File: config.mk
export PLATFORM = sky130hd
export DESIGN_NAME = uart_8n1_transceiver_top
export DESIGN_NICKNAME = d
export VERILOG_FILES = /design/src/rtl/core/u8n1_pkg.sv /design/src/rtl/core/uart_8n1_transceiver_top.sv /design/src/rtl/core/u8n1_tx.sv /design/src/rtl/core/u8n1_rx.sv
export SDC_FILE = /design/constraint.sdc
export NUM_CORES = 1
export LEC_CHECK = 0
export BUFFER_PORTS_ARGS = -buffer_cell sky130_fd_sc_hd__buf_4
export CORE_MARGIN = 2
export CORE_UTILIZATION = 40
export DETAILED_ROUTE_END_ITERATION = 10
export HOLD_SLACK_MARGIN = 0.08
export PLACE_DENSITY_LB_ADDON = 0.15
export REMOVE_ABC_BUFFERS = 1
export SYNTH_ARGS = -nofsm -noshare
export SYNTH_HDL_FRONTEND = slang
export SYNTH_HIERARCHICAL = 1
export SYNTH_SLANG_ARGS = --single-unit
File: constraint.sdc
create_clock -name clk -period 4.4 [get_ports clk]
set_input_delay 0.44 -clock clk [delete_from_list [all_inputs] [get_ports clk]]
set_output_delay 0.44 -clock clk [all_outputs]
set_load 0.01 [all_outputs]
File: src/rtl/core/u8n1_pkg.sv
// ----------------------------------------------------------------------------
// u8n1_pkg
// Shared widths, constants and status types of the 8N1 serial transceiver.
// ----------------------------------------------------------------------------
package u8n1_pkg;

  localparam int TICK_W   = 16;   // bit period register and tx tick counter
  localparam int RX_CNT_W = 17;   // rx countdown, holds 1.5 bit periods
  localparam int DATA_W   = 8;
  localparam int TX_POS_W = 4;    // 0 start, 1..8 data, 9 stop
  localparam int RX_POS_W = 3;
  localparam int IN_W     = 16;   // packed input item, padded to bytes
  localparam int OUT_W    = 16;   // packed result item, padded to bytes

  localparam logic [TICK_W-1:0]   BIT_TICKS_RESET = 16'd104;
  localparam logic [TX_POS_W-1:0] TX_POS_START    = 4'd0;
  localparam logic [TX_POS_W-1:0] TX_POS_LAST_DATA = 4'd8;
  localparam logic [TX_POS_W-1:0] TX_POS_END      = 4'd10;
  localparam logic [RX_POS_W-1:0] RX_POS_LAST     = 3'd7;

  // transmitter status for the current tick
  typedef struct packed {
    logic line;
    logic busy;
  } tx_status_t;

  // receiver result for the current tick
  typedef struct packed {
    logic              valid;
    logic [DATA_W-1:0] data;
  } rx_result_t;

endpackage

File: src/rtl/core/uart_8n1_transceiver_top.sv
// ----------------------------------------------------------------------------
// uart_8n1_transceiver_top
// 8N1 serial transmitter and receiver stepped once per accepted input item.
// ----------------------------------------------------------------------------
// Each transfer on the s_ side is one timebase tick: the sampled rx line
// level plus an optional transmit request with its byte. Each tick yields
// exactly one result transfer on the m_ side with the tx line level, the
// busy flag, and a one-tick rx_valid pulse with the received byte.
// cfg_we/cfg_wdata load the bit period in ticks (reset value 104); write it
// only while the stream is idle. A period of zero acts as one.
// The result is in the output register the cycle after the input transfer.
// Throughput: one item per cycle unless m_ stalls, set by the single output
// register; transmitter and receiver state update in the accepting cycle.
// s_tready is high whenever the output register is empty or being drained,
// so a stalled m_ side holds one result and then back-pressures s_.
// Reset (rst, synchronous) returns both sides to idle, clears the output
// valid flag and restores the bit period to 104.
// ----------------------------------------------------------------------------
module uart_8n1_transceiver_top
  import u8n1_pkg::*;
(
  input  logic              clk,
  input  logic              rst,
  // configuration
  input  logic              cfg_we,
  input  logic [TICK_W-1:0] cfg_wdata,
  // input ticks
  input  logic              s_tvalid,
  output logic              s_tready,
  input  logic [IN_W-1:0]   s_tdata,   // [0] rx_level, [1] tx_start, [9:2] tx_byte
  // results
  output logic              m_tvalid,
  input  logic              m_tready,
  output logic [OUT_W-1:0]  m_tdata    // [0] tx_line, [1] tx_busy, [2] rx_valid,
                                       // [10:3] rx_byte
);

  logic [TICK_W-1:0] bit_ticks;
  logic [TICK_W-1:0] period;
  logic              step;
  tx_status_t        tx_stat;
  rx_result_t        rx_res;

  // bit period register
  always_ff @(posedge clk) begin
    if (rst) begin
      bit_ticks <= BIT_TICKS_RESET;
    end else if (cfg_we) begin
      bit_ticks <= cfg_wdata;
    end
  end

  assign period   = (bit_ticks == '0) ? TICK_W'(1) : bit_ticks;
  assign s_tready = !m_tvalid || m_tready;
  assign step     = s_tvalid && s_tready;

  u8n1_tx u_tx (
    .clk    (clk),
    .rst    (rst),
    .step   (step),
    .start  (s_tdata[1]),
    .data   (s_tdata[9:2]),
    .period (period),
    .status (tx_stat)
  );

  u8n1_rx u_rx (
    .clk    (clk),
    .rst    (rst),
    .step   (step),
    .level  (s_tdata[0]),
    .period (period),
    .result (rx_res)
  );

  // output register valid
  always_ff @(posedge clk) begin
    if (rst) begin
      m_tvalid <= 1'b0;
    end else if (s_tready) begin
      m_tvalid <= s_tvalid;
    end
  end

  // output register payload
  always_ff @(posedge clk) begin
    if (step) begin
      m_tdata <= {5'b0, rx_res.data, rx_res.valid, tx_stat.busy, tx_stat.line};
    end
  end

endmodule

File: src/rtl/core/u8n1_tx.sv
// ----------------------------------------------------------------------------
// u8n1_tx
// 8N1 transmitter: start bit, 8 data bits LSB first, stop bit, one tick/step.
// ----------------------------------------------------------------------------
module u8n1_tx
  import u8n1_pkg::*;
(
  input  logic              clk,
  input  logic              rst,
  input  logic              step,
  input  logic              start,
  input  logic [DATA_W-1:0] data,
  input  logic [TICK_W-1:0] period,
  output tx_status_t        status
);

  logic                active;
  logic [TX_POS_W-1:0] pos;
  logic [TICK_W-1:0]   cnt;
  logic [DATA_W-1:0]   shreg;

  logic                active_next;
  logic [TX_POS_W-1:0] pos_next;
  logic [TICK_W-1:0]   cnt_next;
  logic [DATA_W-1:0]   shreg_next;

  logic                act_eff;
  logic [TX_POS_W-1:0] pos_eff;
  logic [TICK_W-1:0]   cnt_inc;
  logic [TX_POS_W-1:0] pos_inc;
  logic [RX_POS_W-1:0] bit_idx;

  // a request on an idle tick starts the frame on this very tick
  always_comb begin
    act_eff    = active | start;
    shreg_next = active ? shreg : data;
    pos_eff    = active ? pos : TX_POS_START;
    cnt_inc    = (active ? cnt : '0) + 1'b1;
    pos_inc    = pos_eff + 1'b1;
    bit_idx    = RX_POS_W'(pos_eff - 1'b1);

    status.busy = act_eff;
    status.line = 1'b1;
    active_next = act_eff;
    pos_next    = pos_eff;
    cnt_next    = cnt_inc;

    if (act_eff) begin
      if (pos_eff == TX_POS_START) begin
        status.line = 1'b0;
      end else if (pos_eff <= TX_POS_LAST_DATA) begin
        status.line = shreg_next[bit_idx];
      end
      // bit period elapsed (wrap to zero also ends it)
      if (cnt_inc >= period || cnt_inc == '0) begin
        cnt_next = '0;
        pos_next = pos_inc;
        if (pos_inc >= TX_POS_END) begin
          pos_next    = TX_POS_START;
          active_next = 1'b0;
        end
      end
    end else begin
      pos_next = pos;
      cnt_next = cnt;
    end
  end

  // state registers
  always_ff @(posedge clk) begin
    if (rst) begin
      active <= 1'b0;
      pos    <= '0;
      cnt    <= '0;
      shreg  <= '0;
    end else if (step) begin
      active <= active_next;
      pos    <= pos_next;
      cnt    <= cnt_next;
      shreg  <= shreg_next;
    end
  end

endmodule

File: src/rtl/core/u8n1_rx.sv
// ----------------------------------------------------------------------------
// u8n1_rx
// 8N1 receiver: start detect, mid-bit sampling, wait for idle, byte pulse.
// ----------------------------------------------------------------------------
module u8n1_rx
  import u8n1_pkg::*;
(
  input  logic              clk,
  input  logic              rst,
  input  logic              step,
  input  logic              level,
  input  logic [TICK_W-1:0] period,
  output rx_result_t        result
);

  typedef enum logic [3:0] {
    RX_IDLE   = 4'b0001,
    RX_SAMPLE = 4'b0010,
    RX_TRAIL  = 4'b0100,
    RX_WAIT   = 4'b1000
  } rx_phase_t;

  rx_phase_t             phase, phase_next;
  logic [RX_CNT_W-1:0]   cnt, cnt_next;
  logic [RX_POS_W-1:0]   pos, pos_next;
  logic [DATA_W-1:0]     shreg, shreg_next;
  logic [RX_CNT_W-1:0]   cnt_dec;

  // next state for one tick
  always_comb begin
    phase_next   = phase;
    cnt_next     = cnt;
    pos_next     = pos;
    shreg_next   = shreg;
    cnt_dec      = cnt - 1'b1;
    result.valid = 1'b0;
    result.data  = '0;

    unique case (phase)
      RX_IDLE: begin
        if (!level) begin
          phase_next = RX_SAMPLE;
          cnt_next   = {1'b0, period} + RX_CNT_W'(period >> 1);
          pos_next   = '0;
          shreg_next = '0;
        end
      end
      RX_SAMPLE: begin
        cnt_next = cnt_dec;
        if (cnt_dec == '0) begin
          shreg_next[pos] = shreg[pos] | level;
          cnt_next        = {1'b0, period};
          pos_next        = pos + 1'b1;
          if (pos == RX_POS_LAST) begin
            phase_next = RX_TRAIL;
          end
        end
      end
      RX_TRAIL: begin
        cnt_next = cnt_dec;
        if (cnt_dec == '0) begin
          phase_next = RX_WAIT;
          if (level) begin
            phase_next   = RX_IDLE;
            result.valid = 1'b1;
            result.data  = shreg;
          end
        end
      end
      RX_WAIT: begin
        if (level) begin
          phase_next   = RX_IDLE;
          result.valid = 1'b1;
          result.data  = shreg;
        end
      end
      default: begin
        phase_next = RX_IDLE;
      end
    endcase
  end

  // state registers
  always_ff @(posedge clk) begin
    if (rst) begin
      phase <= RX_IDLE;
      cnt   <= '0;
      pos   <= '0;
      shreg <= '0;
    end else if (step) begin
      phase <= phase_next;
      cnt   <= cnt_next;
      pos   <= pos_next;
      shreg <= shreg_next;
    end
  end

endmodule

==> reports/qor.yml, run 1 <==
status:
  outcome: "complete, no violations"
synthesis:
  yosysSeqAreaShare_pct: 29.6
  yosys_warnings: 6
  synth_edf_count: 11
  synthDistinctLibCells: 80
  yosysTopAreaCellShare_pct: 24.5
  synth_common_cells: "dfxtp_1 (78), nor2_1 (72), nand2_1 (47)"
  synth_area_leader_cell: "dfxtp_1"
  synth_area_um2: 6380
  syn_area_per_cell_um2: 8.32
  synth-main-ff-cell: "dfxtp_1"
  synthCells: 767
  yosysMostFrequentCell: "dfxtp_1"
  synthTopCellsByArea: "dfxtp_1 (24%), ha_1 (8.2%), edfxtp_1 (5.2%)"
  ys_ff_latch: 89
  async_flop_share_pct: 0
pwr:
  vdd_drop_max_uv: 186
  p_sw_share_pct: 29.9
  powerDensity_nw_per_um2: 316
  power_frac_comb_pct: 20.2
  p_clk_share_pct: 38.9
  p_leak_nw: 2.69
  p_int_mw: 1.57
  seq_power_share_pct: 40.9
  netSwitchingPower_mw: 0.667
timing:
  tightest_slew_ps: 899
  fin_crit_sh_pct: 89.3
  grt_setup_unrepaired: "false"
  fin_skew_ps: 9.46
  period_needed_ps: 3930
  setup_tns_ps: 0
  hold_viol_final: 0
  clock.fmax_ghz: 0.254
  drv_slew: 0
  setup_violations: 0
  maxSlewHeadroom_pct: 39.9
cts:
  clk-insertion-delay-late_ps: 360
  clock_sinks: 89
  root_buffer: "clkbuf_16"
  numCtsBuffers: 9
  post_cts.repair.setup_buffers: 0
  cts_tree: "done"
  ctsHoldBuffers: 0
  cts_resized: 0
  cts.clk_slew.worst_paths_ps: 70
  htreeDepth: 3
  clock_path_buffers: 2
final_layout:
  antenna_cells: 0
  multi_input_area_um2: 4050
  fill_cells: 1571
  fin_util_pct: 45.1
  layout-drive-gt1-share_pct: 12.3
  ff_latch_area_um2: 1890
  area_growth_pct: 11.0
  nets: 850
place:
  portBuffers: 43
  dp_hpwl_um: 11500
  gp_congestion: 0.879
floorplan:
  dieHeight_um: 130
  num_io_pins: 55
  initial_utilization_pct: 40.6
  rows: 46
  die_x_um: 130
  design.core.area_um2: 15700
  dieArea_um2: 17000
min_path:
  hold_path.class: "in2reg"
critical_path:
  startpoint_type: "flip-flop"
  crit_arrival_ps: 4230
  critPathMaxFanout: 9
  crit_chain: "and2_1 -> ha_1 -> nand4_1 -> nor3_1 -> xnor2_1 -> nor2_1 -> ha_1 -> nand2_1 -> nor2_1 -> a211oi_1 -> o211ai_1 -> a211oi_4 -> nand2_4 -> nor3_4 -> a22o_1"
  max_stage_delay_ps: 530
  worstSetupEndpointType: "flip-flop"
  crit_type: "reg2reg"
  worstPathRequired_ps: 4700
  slowest_stage: "a211oi_4"
detailed_routing:
  drt-total-wl_um: 16000
  ant_nets: 0
  vias: 5594
  viasPerCell: 5.64
  drc_errors: 0
  wl_per_cell_um: 16.2
  firstDrtPassIters: 5
  dr.first_iter.drc_count: 418
global_routing:
  grt_max_degree: 69
  grt_pass1_wl_um: 26400
  antenna_found_initial: 0
  gr-usage-all-layers_pct: 19.4
  grt_pass1_vias: 5249
  overflow: 0
run:
  maxCapViolCount: 0
==> critical path, delay by kind of cell, from the launching register on <==
family | cells | cell delay [ps]
compound gates | 4 | 1270
xor+xnor | 1 | 90
fa+ha+maj | 2 | 560
flops | 1 | 400
simple gates | 8 | 1540
==> power groups by stage <==
stage          registers [mW]  logic [mW]  clock network, mW
2_1_floorplan           0.920       0.314                  0
3_3_place_gp            0.931       0.438                  0
3_5_place_dp            0.932       0.447                  0
4_1_cts                 0.914       0.449              0.889
5_1_grt                 0.922       0.503              0.921
6_report                0.914       0.450              0.870
==> cells in the final DEF (no fill, tap or decap), types with 3 or more instances in the layout <==
cell	count
dfxtp_1	78
nor2_1	72
buf_4	50
nand2_1	47
a21oi_1	44
ha_1	42
inv_1	41
mux2i_1	31
nor3_1	29
nand3_1	27
xnor2_1	25
o21ai_0	19
a211oi_1	19
nor4_1	14
and2_1	14
nand4_1	14
or3_1	13
nand2b_1	11
clkbuf_16	11
edfxtp_1	11
a22o_1	10
xor2_1	10
nor2b_1	9
o211ai_1	8
o21a_1	7
a31oi_1	7
nor3b_1	6
o22ai_1	6
conb_1	5
a2111oi_2	5
o31ai_1	5
a211o_1	4
o41ai_1	4
o2111ai_1	4
or4_1	4
a21o_1	4
or2_2	4
nand3b_1	3
a2111oi_0	3
a311oi_1	3
==> metal layers <==
metal  wire [um]  global-route usage (%)
met1        7830                    26.6
met5           0                       0
met2        7390                    31.6
met3         539                    2.58
met4         259                    6.58
==> worst paths after layout <==
check | from | to | slack (ps) | cells past startpoint
worst max-delay path | u_tx/active | u_tx/cnt[1] | 470 | 15
worst min-delay path | cfg_wdata[6] | bit_ticks[6] | 290 | 2
worst max register to register | u_tx/active | u_tx/cnt[1] | 470 | 15
worst min register to register | u_tx/cnt[13] | u_tx/cnt[13] | 480 | 2
==> state kept, by name (all words and copies together) (netlist names), 3 cells and up <==
| register | count |
|---|---|
| m_tdata | 11 |
| u_rx/shreg | 8 |
| u_rx/phase | 4 |
| bit_ticks | 16 |
| u_rx/pos | 3 |
| u_tx/cnt | 16 |
| u_tx/shreg | 8 |
| u_tx/pos | 4 |
| u_rx/cnt | 17 |
==> per-stage QoR <==
stage               power (mW)  instance area (um2)  instances  worst slack, ps  hold slack, ps
CTS                       2.25                 7080        991              505             284
floorplan                 1.23                 6090        709              394             433
detailed placement        1.38                 6740        975              546             465
global placement          1.37                 6740        975              665             453
finish                    2.23                 7080        991              469             292
global route              2.34                 7080        991              162             286
==> final cells by class <==
type | count | area share (%)
multi-input cells | 578 | 57.2
flip-flops and latches | 89 | 26.7
clock buffers | 11 | 3.89
repair buffers | 50 | 5.30
well taps | 216 | 3.82
clock inverters | 5 | 0.901
inverters | 42 | 2.23
==> kinds of logic after synthesis <==
| group | Yosys count | share of synthesized area [%] |
|---|---|---|
| compound gates | 174 | 19.6 |
| xor+xnor | 35 | 4.80 |
| fa+ha+maj | 43 | 8.55 |
| buf+inv | 104 | 7.22 |
| flops | 89 | 29.6 |
| mux | 33 | 5.57 |
| other cells | 1 | 0.0588 |
| simple gates | 288 | 24.6 |
Power figures use the tool's default switching activity.
==> inputs of run 2 (changes only) <==
- clock period: 4.4 -> 4.9 ns (I/O delays scaled with it)
==> run 2 against run 1 <==
Against the previous run:
- sequential share of layout area rose by 0.23 points
- sequential power fell by 10%
- routed wire length rose by 0.36%
- count of clock-buffer cells in the layout fell by 2
- via count fell by 0.21%
- register-to-register slack improved by 540 ps
- largest cell class unchanged
- highest routed layer unchanged
==> reports/qor.yml, run 2 (synthesis gave the netlist of run 1 again) <==
cts:
  clock_path_buffers: 2
  cts_resized: 0
  cts.clk_slew.worst_paths_ps: 70
  ctsHoldBuffers: 0
  numCtsBuffers: 9
  root_buffer: "clkbuf_16"
  cts_tree: "done"
  clock_sinks: 89
  post_cts.repair.setup_buffers: 0
  clk-insertion-delay-late_ps: 350
  htreeDepth: 3
global_routing:
  overflow: 0
  gr-usage-all-layers_pct: 19.7
  antenna_found_initial: 0
  grt_max_degree: 51
  grt_pass1_wl_um: 26700
  grt_pass1_vias: 5343
final_layout:
  regMostFlops: "u_rx/cnt"
  ff_latch_area_um2: 1890
  stdcell_area_um2: 7020
  fill_cells: 1564
  antenna_cells: 0
  instances_no_fill: 992
  nets: 851
  reg_top3: "u_rx/cnt (17), bit_ticks (16), u_tx/cnt (16)"
  area_growth_pct: 10.0
  layout-drive-gt1-share_pct: 12.2
  final_cell_mix: "dfxtp_1 (78), nor2_1 (72), buf_4 (51)"
  largest_reg_flops: 17
  final_common_cell: "dfxtp_1"
  multi_input_area_um2: 4050
  fin_util_pct: 44.7
critical_path:
  critPathMaxFanout: 9
  reg2reg_depth: 15
  crit_arrival_ps: 4190
  regToRegSetupSlack_ps: 1010
  startpoint_type: "flip-flop"
  worstPathRequired_ps: 5200
  worstReg2RegStart: "u_tx/active"
  r2r_end: "u_tx/cnt[2]"
  crit_type: "reg2reg"
  worstSetupEndpointType: "flip-flop"
place:
  gp_congestion: 0.852
  place_area_um2: 6750
  place_ws_ps: 1080
  dp_hpwl_um: 11500
  portBuffers: 43
  dp.cells: 976
timing:
  setup_violations: 0
  fin_ws_ps: 1010
  drv_slew: 0
  fin_skew_ps: 4.96
  hold_viol_final: 0
  setup_tns_ps: 0
  grt_setup_unrepaired: "false"
  tightest_slew_ps: 929
  clock.fmax_ghz: 0.257
  fin_crit_sh_pct: 79.5
  period_needed_ps: 3890
  hold-worst-slack_ps: 343
  maxSlewHeadroom_pct: 38.0
floorplan:
  rows: 46
  design.core.area_um2: 15700
  die_x_um: 130
  initial_utilization_pct: 40.6
  dieArea_um2: 17000
  dieHeight_um: 130
  num_io_pins: 55
detailed_routing:
  ant_nets: 0
  dr.first_iter.drc_count: 376
  firstDrtPassIters: 5
  vias: 5582
  wl_per_cell_um: 16.2
  drt-total-wl_um: 16100
  drc_errors: 0
  viasPerCell: 5.63
min_path:
  hold_depth: 2
  hold_path.class: "in2reg"
  hold_end: "bit_ticks[5]"
  min_from: "cfg_wdata[5]"
pwr:
  p_total_mw: 1.88
  p_leak_nw: 2.67
  vdd_drop_max_uv: 160
  powerDensity_nw_per_um2: 267
status:
  outcome: "complete, no violations"
run:
  maxCapViolCount: 0
[run 2: cell types whose count changed in the layout (fill, tap and decap cells not counted)]
cell and delta:
clkinvlp_4 -1, clkinv_2 +3, clkinv_1 +1, clkbuf_16 -2, buf_4 +1, bufinv_16 -1
[run 2: power breakdown]
group	switching (mW)	internal, mW	total (mW)	leakage, nW
Clock	0.306	0.344	0.650	0.137
Sequential	0.0496	0.772	0.821	0.747
Combinational	0.233	0.174	0.407	1.79
[run 2: critical path: stages (launching register included)]
cell and delay [ps]:
dfxtp_1 400, and2_1 230, ha_1 280, nand4_1 220
nor3_1 240, xnor2_1 90, nor2_1 220, ha_1 300
nand2_1 60, nor2_1 40, a211oi_1 290, o211ai_1 200
a211oi_4 540, nand2_4 190, nor3_4 350, a22o_1 190
[run 2: final cells by class]
| class | instances | share of cell area (%) |
|---|---|---|
| Clock inverter | 7 | 0.641 |
| Sequential cell | 89 | 26.9 |
| Tap cell | 216 | 3.85 |
| Clock buffer | 9 | 3.21 |
| Multi-Input combinational cell | 578 | 57.7 |
| Timing Repair Buffer | 51 | 5.45 |
| Inverter | 42 | 2.25 |
[run 2: worst max-delay path by stage]
stage / from / to / cells after the start
after floorplan: m_tready / u_rx/cnt[14] / 8
after global placement: u_tx/cnt[2] / u_tx/cnt[2] / 12
after detailed placement: u_tx/cnt[3] / u_tx/cnt[1] / 12
after CTS: u_tx/cnt[3] / u_tx/cnt[1] / 12
after global routing: u_tx/active / u_tx/cnt[3] / 15
final: u_tx/active / u_tx/cnt[2] / 15
[run 2: layer usage]
layer	vias to the layer above	global-route usage, %	wire length [um]
li1	2804	-	-
met1	2648	26.8	7810
met2	106	31.9	7430
met3	24	2.58	531
met4	0	7.59	307
met5	-	0	0
==> inputs of run 3 (changes only) <==
- clock period: 4.9 -> 3.2 ns (I/O delays scaled with it)
==> run 3 against run 2 <==
Against the previous run:
- fmax rose by 25%
- first-iteration DRC count rose by 15%
- die area did not move
- clock skew rose by 0.62 ps
- register-to-register slack got worse by 920 ps
- flip-flop and latch count did not move
==> reports/qor.yml, run 3 (synthesis gave the netlist of run 1 again) <==
detailed_routing:
  dr_wl_met3_um: 549
  highest_layer: "met4"
  dr.first_iter.drc_count: 433
  drt-total-wl_um: 17700
  vias: 5982
  wl_per_cell_um: 16.5
  drc_errors: 0
  ant_nets: 0
  wl_met1_um: 8360
  viasPerCell: 5.60
  dr_wl_met2_um: 8520
  firstDrtPassIters: 4
timing:
  tightest_slew_ps: 722
  grt_setup_unrepaired: "true"
  setup_violations: 0
  maxSlewHeadroom_pct: 51.7
  clock.fmax_ghz: 0.321
  drv_slew: 0
  setup_tns_ps: 0
  period_needed_ps: 3110
  fin_skew_ps: 5.58
  fin_crit_sh_pct: 97.3
  hold_viol_final: 0
  hold-worst-slack_ps: 175
final_layout:
  regMostFlops: "u_rx/cnt"
  layout-drive-gt1-share_pct: 23.8
  stdcell_area_um2: 7890
  fin_util_pct: 50.2
  nets: 928
  final_common_cell: "buf_4"
  area_growth_pct: 23.6
  antenna_cells: 0
  final_cell_mix: "buf_4 (121), dfxtp_1 (74), nor2_1 (72)"
  fill_cells: 1501
  largest_reg_flops: 17
  reg_top3: "u_rx/cnt (17), bit_ticks (16), u_tx/cnt (16)"
critical_path:
  cp_top_family: "compound AO/OA/AOI/OAI gates"
  critPathBufInv: 1
  startpoint_type: "flip-flop"
  slowest_stage: "or3_4"
  crit_type: "reg2reg"
  crit_chain: "nand4_4 -> or3_4 -> mux2i_2 -> ha_1 -> a21oi_1 -> nor2_1 -> a211oi_2 -> o211ai_1 -> a211oi_4 -> nand2_4 -> buf_6 -> a311oi_2"
  worstSetupEndpointType: "flip-flop"
  crit_arrival_ps: 3350
  max_stage_delay_ps: 440
  worstReg2RegStart: "u_tx/cnt[4]"
  r2r_end: "u_tx/active"
  reg2reg_depth: 12
  critPathMaxFanout: 6
  regToRegSetupSlack_ps: 90
  worstPathRequired_ps: 3440
pwr:
  powerDensity_nw_per_um2: 397
  p_sw_share_pct: 29.7
  p_int_mw: 2.20
  netSwitchingPower_mw: 0.929
  vdd_drop_max_uv: 319
  p_clk_share_pct: 36.4
  p_total_mw: 3.13
  power_frac_comb_pct: 24.4
  seq_power_share_pct: 39.2
  p_leak_nw: 3.12
cts:
  numCtsBuffers: 9
  htreeDepth: 3
  root_buffer: "clkbuf_16"
  clock_path_buffers: 2
  ctsHoldBuffers: 0
  cts.clk_slew.worst_paths_ps: 70
  cts_tree: "done"
  clk-insertion-delay-late_ps: 340
  clock_sinks: 89
floorplan:
  initial_utilization_pct: 40.6
  dieArea_um2: 17000
  dieHeight_um: 130
  num_io_pins: 55
  rows: 46
  design.core.area_um2: 15700
  die_x_um: 130
min_path:
  hold_end: "bit_ticks[5]"
  min_from: "cfg_wdata[5]"
  hold_path.class: "in2reg"
  hold_depth: 2
place:
  place_area_um2: 7290
  dp_hpwl_um: 12800
  gp_congestion: 0.862
  portBuffers: 43
global_routing:
  grt_max_degree: 41
  grt_pass1_vias: 5718
  gr-usage-all-layers_pct: 20.8
  grt_pass1_wl_um: 28200
  antenna_found_initial: 0
  overflow: 0
status:
  outcome: "complete, no violations"
run:
  maxCapViolCount: 0
run 3: area by class of cell:
type	instances	area [um2]	share of cell area [%]
Sequential cell	89	1900	24.1
Multi-Input combinational cell	578	4210	53.4
Clock inverter	3	46.3	0.587
Timing Repair Buffer	128	1030	13.1
Clock buffer	13	272	3.44
Tap cell	216	270	3.43
Inverter	42	158	2.00
run 3: per-layer routing:
| layer | vias up | global-route usage, % |
|---|---|---|
| li1 | 2942 | - |
| met1 | 2871 | 27.8 |
| met2 | 153 | 35.2 |
| met3 | 16 | 2.34 |
| met4 | 0 | 6.70 |
| met5 | - | 0 |
run 3: through the flow:
| stage | std cells | setup slack, ps |
|---|---|---|
| final | 1069 | 86.7 |
| after global routing | 1069 | -113 |
| after CTS | 1065 | 3.24 |
| after detailed placement | 1045 | -121 |
| after global placement | 1045 | -19.8 |
| after floorplan | 709 | -686 |
run 3: timing repair:
item                                    CTS  global route
endpoints found under the setup margin   20            34
resized for setup                        14            28
gates cloned                              1             0
buffers inserted                          3             4
pin swaps                                 5            27
run 3: power by group through the flow:
stage / clock, mW / combinational [mW] / sequential [mW]
2_1_floorplan: 0 / 0.432 / 1.27
3_3_place_gp: 0 / 0.712 / 1.25
3_5_place_dp: 0 / 0.730 / 1.25
4_1_cts: 1.16 / 0.740 / 1.23
5_1_grt: 1.21 / 0.836 / 1.23
6_report: 1.14 / 0.762 / 1.23
run 3: worst max path at each step:
stage | startpoint | to | slack, ps | cells past startpoint
2_1_floorplan | m_tready | u_rx/cnt[14] | -690 | 8
3_3_place_gp | u_tx/cnt[5] | u_tx/pos[1] | -20 | 13
3_5_place_dp | u_tx/cnt[5] | u_tx/pos[1] | -120 | 13
4_1_cts | u_rx/cnt[2] | u_rx/cnt[13] | 3 | 8
5_1_grt | u_tx/active | u_tx/active | -110 | 15
6_report | u_tx/cnt[4] | u_tx/active | 90 | 12
